### src/design/kspd_pkg.sv
package kspd_pkg;

  // Data path widths.
  localparam int DATA_BITS  = 24;
  localparam int PHASE_BITS = 16;
  localparam int COORD_BITS = 24;
  localparam int GUARD      = 8;
  localparam int FRAC_BITS  = 30;
  localparam int ITERS      = 24;
  localparam int ANG_BITS   = 32;
  // CORDIC x/y width leaves headroom for the rotation growth.
  localparam int CW         = DATA_BITS + GUARD + 3;
  // Angle accumulator width.
  localparam int ZW         = ANG_BITS + 1;
  // Width of the gain-compensated sample before extension.
  localparam int GW         = DATA_BITS + GUARD + 1;
  // Width of the rounded result before saturation.
  localparam int RW         = CW - GUARD;

  // Configuration port.
  localparam int CFG_IDX_BITS  = 2;
  localparam int CFG_DATA_BITS = 24;
  localparam int AXES_BITS     = 2;

  localparam logic [CFG_IDX_BITS-1:0] REG_SHIFT_X   = 2'd0;
  localparam logic [CFG_IDX_BITS-1:0] REG_SHIFT_Y   = 2'd1;
  localparam logic [CFG_IDX_BITS-1:0] REG_SHIFT_Z   = 2'd2;
  localparam logic [CFG_IDX_BITS-1:0] REG_AXES_USED = 2'd3;

  localparam logic [AXES_BITS-1:0] AXES_RESET = 2'd3;

  // CORDIC gain 0.60725... scaled by 2^31.
  localparam logic signed [31:0] GAIN_K = 32'sd1304065748;

  // Arctangent of 2^-i in units of 2^-32 turn.
  localparam logic [ANG_BITS-1:0] ATAN_TURNS [ITERS] = '{
    32'd536870912, 32'd316933406, 32'd167458907, 32'd85004756,
    32'd42667331,  32'd21354465,  32'd10679838,  32'd5340245,
    32'd2670163,   32'd1335087,   32'd667544,    32'd333772,
    32'd166886,    32'd83443,     32'd41722,     32'd20861,
    32'd10430,     32'd5215,      32'd2608,      32'd1304,
    32'd652,       32'd326,       32'd163,       32'd81
  };

  typedef struct packed {
    logic signed [COORD_BITS-1:0] k_x;
    logic signed [COORD_BITS-1:0] k_y;
    logic signed [COORD_BITS-1:0] k_z;
    logic signed [DATA_BITS-1:0]  sample_re;
    logic signed [DATA_BITS-1:0]  sample_im;
  } in_item_t;

  typedef struct packed {
    logic signed [CFG_DATA_BITS-1:0] shift_x;
    logic signed [CFG_DATA_BITS-1:0] shift_y;
    logic signed [CFG_DATA_BITS-1:0] shift_z;
    logic [AXES_BITS-1:0]            axes_used;
  } cfg_t;

  // Rotator state carried from stage to stage.
  typedef struct packed {
    logic                 byp;
    logic signed [CW-1:0] x;
    logic signed [CW-1:0] y;
    logic signed [ZW-1:0] z;
  } cordic_t;

  typedef struct packed {
    logic signed [DATA_BITS-1:0] out_re;
    logic signed [DATA_BITS-1:0] out_im;
    logic                        saturated;
  } out_item_t;

endpackage

### src/design/kspd_round.sv
module kspd_round (
  input  logic                clk,
  input  logic                rst_n,
  input  logic                en,
  input  logic                v_in,
  input  kspd_pkg::cordic_t   st_in,
  output logic                v_out,
  output kspd_pkg::out_item_t res
);
  import kspd_pkg::*;

  localparam logic signed [RW-1:0] MAX_V = RW'((64'sd1 <<< (DATA_BITS - 1)) - 64'sd1);
  localparam logic signed [RW-1:0] MIN_V = -MAX_V - RW'(1);

  logic signed [CW-1:0] sx, sy;
  logic signed [RW-1:0] rx, ry;
  logic                 hx, lx, hy, ly;
  out_item_t            res_nxt;
  logic                 v_r;
  out_item_t            res_r;

  // Round half up, then clip to the sample range.
  assign sx = st_in.x + CW'(1 << (GUARD - 1));
  assign sy = st_in.y + CW'(1 << (GUARD - 1));
  assign rx = sx[CW-1:GUARD];
  assign ry = sy[CW-1:GUARD];
  assign hx = rx > MAX_V;
  assign lx = rx < MIN_V;
  assign hy = ry > MAX_V;
  assign ly = ry < MIN_V;

  always_comb begin
    res_nxt.out_re    = hx ? MAX_V[DATA_BITS-1:0] :
                        lx ? MIN_V[DATA_BITS-1:0] : rx[DATA_BITS-1:0];
    res_nxt.out_im    = hy ? MAX_V[DATA_BITS-1:0] :
                        ly ? MIN_V[DATA_BITS-1:0] : ry[DATA_BITS-1:0];
    res_nxt.saturated = hx | lx | hy | ly;
  end

  always_ff @(posedge clk) begin
    if (!rst_n) begin
      v_r <= 1'b0;
    end else if (en) begin
      v_r <= v_in;
    end
  end

  always_ff @(posedge clk) begin
    if (en) begin
      res_r <= res_nxt;
    end
  end

  assign v_out = v_r;
  assign res   = res_r;

endmodule

### config.mk
export PLATFORM = sky130hd
export DESIGN_NAME = kspd_round
export DESIGN_NICKNAME = d
export VERILOG_FILES = /design/src/design/kspd_pkg.sv /design/src/design/kspd_round.sv
export SDC_FILE = /design/constraint.sdc
export NUM_CORES = 1
export LEC_CHECK = 0
export ABC_AREA = 0
export BUFFER_PORTS_ARGS = -buffer_cell sky130_fd_sc_hd__clkbuf_2
export CAP_MARGIN = 20
export CELL_PAD_IN_SITES_DETAIL_PLACEMENT = 1
export CELL_PAD_IN_SITES_GLOBAL_PLACEMENT = 2
export CORE_ASPECT_RATIO = 0.6
export CORE_UTILIZATION = 25
export CTS_BUF_LIST = sky130_fd_sc_hd__clkbuf_8
export DETAILED_ROUTE_END_ITERATION = 8
export PLACE_DENSITY = 0.84
export SLEW_MARGIN = 30
export SYNTH_ARGS = -nofsm -noshare
export SYNTH_HDL_FRONTEND = slang
export SYNTH_SLANG_ARGS = --single-unit
export TNS_END_PERCENT = 20
### constraint.sdc
create_clock -name clk -period 2.14 [get_ports clk]
set_clock_uncertainty 0.15 [all_clocks]
set_input_delay 0.107 -clock clk [delete_from_list [all_inputs] [get_ports clk]]
set_output_delay 0.107 -clock clk [all_outputs]
set_load 0.01 [all_outputs]
==> results of run 1 <==
per-stage QoR:
step / instance area (µm²) / TNS [ns] / total power (µW) / hold slack [ns] / cells
after floorplan: 3224 / 0 / 1450 / 0.06950 / 320
after global placement: 4414 / -8.591 / 1774 / 0.1676 / 645
after detailed placement: 4414 / -8.841 / 1792 / 0.2245 / 645
after CTS: 4546 / 0 / 2515 / 0.01963 / 655
after global routing: 4558 / 0 / 2598 / 0.01987 / 655
final: 4558 / 0 / 2488 / 0.02668 / 655
how the worst max path moves through the flow:
stage | endpoint | slack [ns] | depth (start not counted)
3_3_place_gp | res[41] | -0.29 | 8
6_report | res[0] | 0.08 | 9
5_1_grt | res[14] | 0.005 | 9
2_1_floorplan | res[0] | 0.07 | 8
3_5_place_dp | res[21] | -0.31 | 7
4_1_cts | res[21] | 0.04 | 7
worst max-delay path, stage by stage:
cell       delay [ns]
clkbuf_2         0.09
buf_4            0.13
ha_2             0.18
and4_1           0.25
or4_1            0.42
a211o_1          0.31
o21ai_2          0.10
buf_4            0.25
o2111ai_1        0.13
cell usage in the layout, fill, tap and decap left out, drive strengths merged, types with 2 or more instances in the layout:
cell | netlist | layout
clkbuf | 4 | 114
buf | 11 | 66
edfxtp | 49 | 49
a21oi | 47 | 47
nand3 | 31 | 31
xor2 | 24 | 24
nor2 | 23 | 23
xnor2 | 22 | 22
o21ai | 15 | 15
nand4 | 14 | 14
nand2 | 14 | 14
nor3 | 11 | 11
and4 | 10 | 10
and3 | 7 | 7
inv | 6 | 7
and2 | 4 | 4
or4 | 4 | 4
clkinv | 1 | 2
a211oi | 2 | 2
o21a | 2 | 2
dlygate4sd3 | 0 | 2
mux2i | 2 | 2
nor4 | 2 | 2
ha | 2 | 2
sequential cells by signal (all words and copies together), names as in the netlist:
name and flops:
v_out 1, res 49
report_power, final:
part | internal (µW) | leakage, µW | total [µW] | switching [µW]
clock network | 350 | 0.0000562 | 718 | 368
registers | 1180 | 0.000488 | 1210 | 28.4
logic | 244 | 0.00128 | 560 | 316
total | 1780 | 0.00183 | 2490 | 712
cells by family (layout without fill, tap and decap cells):
family	Yosys count	in the layout
mux	3	3
fa+ha+maj	2	2
compound gates	72	72
buf+inv	22	192
xor+xnor	46	46
flops	50	50
simple gates	125	125
per-layer routing:
layer,track usage [%],part of all wire [%]
met3,3.604,4.2
met4,3.179,0.89
met5,0,0
met2,24.14,42
met1,25.64,53
repair_timing:
item,CTS,global route
endpoints found under the hold margin,1,0
resized for setup,0,3
endpoints found under the setup margin,0,23
hold buffers,2,0
cell type report:
class | count | area (µm²)
multi-input cells | 248 | 1624
repair buffers | 177 | 1099
well taps | 165 | 206.4
clock buffers | 5 | 68.82
inverters | 7 | 26.28
flip-flops and latches | 50 | 1491
fillers | 1449 | 7737
clock inverters | 3 | 42.54
==> flow_metrics.tcl, run 1 <==
set metrics [dict create \
    outcome "finished clean" \
    ys_ff_latch 50 \
    setup_slack_ns 0.07853 \
    syn_nets 430 \
    synth_top_family_by_area "simple AND/OR/NAND/NOR gates" \
    hpwl_um 9101 \
    synth_top_area_cell "edfxtp_1" \
    grt_pass1_wl_um 17430 \
    finalCritPeriodShare_pct 96.33 \
    r2r-start "v_out" \
    post-route-util_pct 37.07 \
    synth_common_cells "edfxtp_1, a21oi_1, nand3_1, xor2_1" \
    numPortBuffers 109 \
    grt-ovfl-total 0 \
    crit_arrival_ns 1.97 \
    grt_usage_pct 16.87 \
    cp-end-kind "flip-flop" \
    pwr_density_cell_nw_per_um2 545.9 \
    place_ws_ns -0.3059 \
    post_drt_wl_per_cell_um 17.04 \
    min_from "st_in[63]" \
    num_rows 31 \
    period_needed_ns 2.061 \
    cp_data_required_time_ns 2.05 \
    synth_mux_area_share_pct 1.361 \
    die_area_um2 13340 \
    synth_top_area_share_pct 45.74 \
    die_w_um 148.4 \
    clkTransAtPathRegs_ns 0.11 \
    antenna_found_initial 0 \
    yosys_warnings 0 \
    p_leak_uw 0.001828 \
    core_area_um2 12300 \
    start_kind "primary input" \
    clock_path_buffers 2 \
    rsz0062_at_grt "false" \
    synth-seq-area-share_pct 46.36 \
    synth-edff-count 49 \
    ctsHtreeMaxLevel 2 \
    synth_cells 320 \
    criticalPathCategory "in2reg" \
    nets 599 \
    drc 0 \
    grt_max_degree 51 \
    hold_path_class "in2reg" \
    clkSinkCount 50 \
    synth_compound_area_share_pct 13.11 \
    relSlewSlack_pct 68.73 \
    slew_violations 0 \
    reg2reg_depth 3 \
    numCtsBuffers 5 \
    start_util_pct 26.16 \
    syn_area_per_cell_um2 10.05 \
    synth_area_leaders "edfxtp_1, xor2_1, a21oi_1" \
    yosys.area_share.simple_pct 22.01 \
    ys.flop_type "edfxtp_1" \
    tightest_slew_ns 0.4573 \
    place.gp.congestion 0.8686 \
    r2r-end "v_out" \
    layout-drive-gt1-share_pct 41.84 \
    path_max_fanout 13 \
    synth_adder_area_share_pct 0.7779 \
    finalSetupViolations 0 \
    ir_drop_mv 0.2820 \
    die_height_um 89.87 \
    antenna_left 0 \
    crit_start "st_in[40]" \
    grt_pass1_vias 3160 \
    cts_tree "done" \
    maxCapViolCount 0 \
    post_synth_instance_area_um2 3217 \
    worstSkewPairLatency_ns 0.31 \
    async_flop_share_pct 0 \
    worstHoldPathCells 3 \
    synth-xor-area-share_pct 12.76 \
    n_antenna_cell 0 \
    r2r_slack_ns 0.83 \
    io_pins 158 \
    vias 3131 \
    hold_viol_final 0 \
    fmax_mhz 485.1 \
    root_buffer "clkbuf_8" \
    firstDrtPassIters 4 \
    post-cts-setup-buffer-count 0 \
    viasPerCell 4.780 \
    yosysMostFrequentCell "edfxtp_1" \
    dr.first_iter.drc_count 155 \
    wl_um 11160 \
    area_growth_pct 41.70 \
    synth_cell_type_count 50 \
    min_to "res[23]" \
]
Note: power is estimated with default switching activity, not from simulation.
==> run 2: changes to the inputs <==
- BUFFER_PORTS_ARGS: -buffer_cell sky130_fd_sc_hd__clkbuf_2 -> default
- CORE_UTILIZATION: 25 -> 30
- CTS_CLUSTER_SIZE: default -> 8
- DONT_BUFFER_PORTS: default -> 1
- PLACE_DENSITY: 0.84 -> 0.79
==> run 2 against run 1 <==
  * The run now ends with hold timing left
  * Combinational power is 40% lower
  * Count of clock-buffer cells in the layout stayed put
  * Clock power is 2% lower
  * Global-route usage is 2.8 points higher
  * Critical path type unchanged
  * Critical endpoint is now res[40]
==> flow_metrics.tcl, run 2 (synthesized netlist as in run 1, its figures left out) <==
set metrics [dict create \
    outcome "finished, violations left" \
    violations "hold timing" \
    place.gp.congestion 0.7989 \
    hpwl_um 7805 \
    cpPeakStageDelay_ns 0.48 \
    clock_path_buffers 2 \
    cp_cell_sequence "ha_1 > and4_1 > nand3_1 > a211oi_1 > o31ai_1 > and2_1 > buf_12 > o21ai_0" \
    fin_total_pwr_uw 2313 \
    clkTransAtPathRegs_ns 0.10 \
    n_fill_cell 1130 \
    antenna_left 0 \
    relSlewSlack_pct 63.24 \
    path_max_fanout 15 \
    worstHoldPathCells 2 \
    pwr-share-clk_pct 30.4 \
    finalCritPeriodShare_pct 88.03 \
    viasPerCell 5.420 \
    die_w_um 135.7 \
    firstDrtPassIters 5 \
    dr.first_iter.drc_count 207 \
    period_needed_ns 1.884 \
    r2r-start "v_out" \
    numCtsBuffers 5 \
    layout.cells.most_common "edfxtp_1" \
    numPortBuffers 0 \
    p_seq_share_pct 55.1 \
    core_area_um2 10120 \
    tightest_slew_ns 0.5468 \
    start_util_pct 31.77 \
    ctsHtreeMaxLevel 2 \
    criticalPathCategory "in2reg" \
    rsz0062_at_grt "false" \
    setup_slack_ns 0.2561 \
    r2r_slack_ns 0.79 \
    root_buffer "clkbuf_8" \
    layout_common_cells "edfxtp_1, a21oi_1, dlygate4sd3_1" \
    finalSetupViolations 0 \
    slowest_stage "o31ai_1" \
    slew_violations 0 \
    grt_max_degree 51 \
    grt_usage_pct 19.64 \
    cp_data_required_time_ns 2.05 \
    pwr_density_cell_nw_per_um2 568.4 \
    vias 2802 \
    hold_path_class "in2reg" \
    crit_arrival_ns 1.79 \
    ir_drop_mv 0.2991 \
    io_pins 158 \
    grt_pass1_vias 2836 \
    r2r-end "v_out" \
    num_rows 28 \
    reg2reg_depth 3 \
    wl_um 10760 \
    power.share.combinational_pct 14.5 \
    nets 491 \
    antenna_found_initial 0 \
    holdWs_ns -0.001014 \
    hold_viol_final 1 \
    n_antenna_cell 0 \
    p_leak_uw 0.001361 \
    maxCapViolCount 0 \
    drc 0 \
    grt-ovfl-total 0 \
    fmax_mhz 530.8 \
    cts_tree "done" \
    layout-drive-gt1-share_pct 15.18 \
    start_kind "primary input" \
    post-cts-setup-buffer-count 0 \
    grt_pass1_wl_um 16400 \
    largest_reg_flops 49 \
    power.switching_uw 616.9 \
    min_from "st_in[98]" \
    place_ws_ns -0.05093 \
    area_growth_pct 26.49 \
    p_sw_share_pct 26.67 \
    cp-end-kind "flip-flop" \
    die_height_um 82.21 \
    intPower_uw 1696 \
    post_drt_wl_per_cell_um 20.82 \
    clkSinkCount 50 \
    die_area_um2 11150 \
    cts_resized 0 \
    min_to "res[47]" \
    worstSkewPairLatency_ns 0.31 \
]
[run 2: critical path: cells and delay by family]
| family | cells | cell delay [ns] |
|---|---|---|
| compound gates | 3 | 0.66 |
| fa+ha+maj | 1 | 0.20 |
| simple gates | 3 | 0.66 |
| buf+inv | 1 | 0.16 |
[run 2: layer usage]
layer  vias to the layer above  GRT usage (%)  routed length [µm]
met4                         0          2.809                  75
met3                         9          6.777                1018
met1                      1362          27.18                5132
li1                       1319              -                   -
met5                         -              0                   0
met2                       112          29.90                4538
[run 2: final cells by class]
cell class	count	area (µm²)	area share, %
timing repair buffer	69	660.6	16.24
multi-input combinational	248	1612	39.61
tap	135	168.9	4.151
sequential	50	1491	36.65
clock buffer	5	68.82	1.691
inverter	7	26.28	0.6458
clock inverter	3	41.29	1.015
[run 2: metrics by stage]
stage	utilization (%)	TNS (ns)	instance area [µm²]	std cells	hold WS (ns)
global placement	34.97	0	3541	469	0.07272
finish	40.19	0	4069	517	-0.001014
detailed placement	34.97	-0.3383	3541	469	0.07274
CTS	40.19	0	4069	517	0.005881
floorplan	-	0	3224	320	0.06950
global route	40.19	0	4069	517	0.01348
[run 2: worst max-delay path by stage]
stage,from,end,slack (ns),cells after the start
5_1_grt,st_in[75],res[40],0.09,8
3_5_place_dp,st_in[75],res[40],-0.05,8
4_1_cts,st_in[75],res[40],0.27,8
3_3_place_gp,st_in[75],res[35],0.04,7
2_1_floorplan,st_in[40],res[0],0.07,8
6_report,st_in[75],res[40],0.26,8
[run 2: power by group through the flow]
stage	Clock (µW)	Combinational, µW	Sequential (µW)
floorplan	0	171	1280
global placement	0	231	1300
detailed placement	0	240	1300
CTS	724	333	1280
global route	756	369	1290
finish	703	335	1270
[run 2: what timing repair did]
action | 4_1_cts | 5_1_grt
setup endpoints to repair | 0 | 0
hold endpoints to repair | 83 | 0
hold buffers | 40 | 0
==> run 3: changes to the inputs <==
- PLACE_DENSITY: 0.79 -> 0.81
==> run 3 against run 2 <==
  * Global-route usage shrank 0.76 points
  * First-iteration DRC count shrank 21%
  * The run now ends clean
  * Worst setup slack gained 0.11 ns
==> flow_metrics.tcl, run 3 (synthesized netlist as in run 1, its figures left out) <==
set metrics [dict create \
    grt-ovfl-total 0 \
    clock_path_buffers 2 \
    layout_common_cells "edfxtp_1, a21oi_1, dlygate4sd3_1" \
    post_dp_cell_area_um2 3538 \
    num_rows 28 \
    root_buffer "clkbuf_8" \
    io_pins 158 \
    layout.cells.most_common "edfxtp_1" \
    hold_viol_final 0 \
    post-cts-setup-buffer-count 0 \
    period_needed_ns 1.775 \
    layout-drive-gt1-share_pct 15.04 \
    ir_drop_mv 0.2606 \
    relSlewSlack_pct 71.37 \
    ctsHtreeMaxLevel 2 \
    largest_reg_flops 49 \
    post_drt_wl_per_cell_um 20.20 \
    area_growth_pct 26.18 \
    finalSetupViolations 0 \
    start_util_pct 31.77 \
    start_kind "primary input" \
    dr.first_iter.drc_count 163 \
    hpwl_um 7502 \
    cp_cell_sequence "nand4_1 > or4_4 > nor2_4 > mux2i_4 > nand3_2 > buf_4 > a21oi_2" \
    n_antenna_cell 0 \
    worstHoldPathCells 3 \
    cp-end-kind "flip-flop" \
    cts_tree "done" \
    firstDrtPassIters 4 \
    nets 488 \
    numPortBuffers 0 \
    core_area_um2 10120 \
    path_max_fanout 8 \
    criticalPathCategory "in2reg" \
    cpPeakStageDelay_ns 0.64 \
    hold_path_class "in2reg" \
    grt_max_degree 51 \
    outcome "finished clean" \
    p_leak_uw 0.001355 \
    setup_tns_ns 0 \
    wl_um 10380 \
    die_area_um2 11150 \
    clkTransAtPathRegs_ns 0.11 \
    clkSinkCount 50 \
    tightest_slew_ns 0.4262 \
    grt_usage_pct 18.88 \
    slowest_stage "or4_4" \
    pwr_density_cell_nw_per_um2 575.9 \
    worstSkewPairLatency_ns 0.32 \
    slew_violations 0 \
    maxCapViolCount 0 \
    cp_data_required_time_ns 2.17 \
    grt_pass1_vias 2731 \
    crit_arrival_ns 1.80 \
    fmax_mhz 563.3 \
    grt_pass1_wl_um 15500 \
    rsz0062_at_grt "false" \
    place.gp.congestion 0.8718 \
    final_cell_area_um2 4059 \
    finalCritPeriodShare_pct 82.95 \
    die_w_um 135.7 \
    viasPerCell 5.233 \
    reg2reg_depth 3 \
    die_height_um 82.21 \
    antenna_found_initial 0 \
    vias 2690 \
    numCtsBuffers 5 \
    drc 0 \
    antenna_left 0 \
]
-- run 3: cell types whose count changed in the layout (fill, tap and decap cells not counted) --
cell / change
buf_4: -3
buf_12: +1
clkinv_2: +1
clkinvlp_4: -1
dlygate4sd3_1: -1
inv_1: -1
inv_6: +1
-- run 3: timing repair --
action / 4_1_cts / 5_1_grt
gates resized for setup: 0 / 0
hold buffers: 39 / 0
endpoints found under the hold margin: 85 / 0
-- run 3: layout make-up --
class                   instances  area, µm²
fillers                      1146       6066
multi-input cells             248       1612
flip-flops and latches         50       1491
repair buffers                 66      648.1
well taps                     135      168.9
clock buffers                   5      68.82
clock inverters                 3      43.79
inverters                       7      26.28
-- run 3: worst paths after layout --
check | start | to | slack, ns
hold / removal | st_in[83] | res[33] | 0.003
setup / recovery | st_in[57] | res[15] | 0.36
setup reg to reg | v_out | v_out | 0.79
hold reg to reg | v_out | v_out | 0.99
-- run 3: worst max-delay path, delay by kind of cell --
family          cells  cell delay (ns)
simple gates        4             1.09
mux                 1             0.25
buf+inv             1             0.22
compound gates      1             0.14
-- run 3: metal layers --
metal / share of wire (%) / vias up / GRT usage (%)
met5: 0 / - / 0
met4: 0.55 / 0 / 3.596
met3: 8.6 / 4 / 6.288
met2: 44 / 80 / 28.57
met1: 47 / 1297 / 26.13
li1: - / 1309 / -
-- run 3: where the power goes --
group          internal (µW)  switching [µW]  total [µW]  leakage [µW]
combinational            166             169         335      0.000808
sequential              1190            85.7        1270      0.000488
clock                    352             377         729     0.0000585
total                   1710             632        2340       0.00135
-- run 3: per-stage QoR --
step / instances / setup WS (ns) / total power, µW / utilization [%] / hold WS [ns]
after global routing: 514 / 0.2827 / 2426 / 40.09 / 0.01290
after floorplan: 320 / 0.06864 / 1450 / - / 0.06950
final: 514 / 0.3649 / 2338 / 40.09 / 0.002525
after CTS: 514 / 0.3871 / 2355 / 40.09 / 0.003374
after global placement: 467 / 0.09343 / 1531 / 34.95 / 0.07237
after detailed placement: 467 / 0.05006 / 1540 / 34.95 / 0.07209
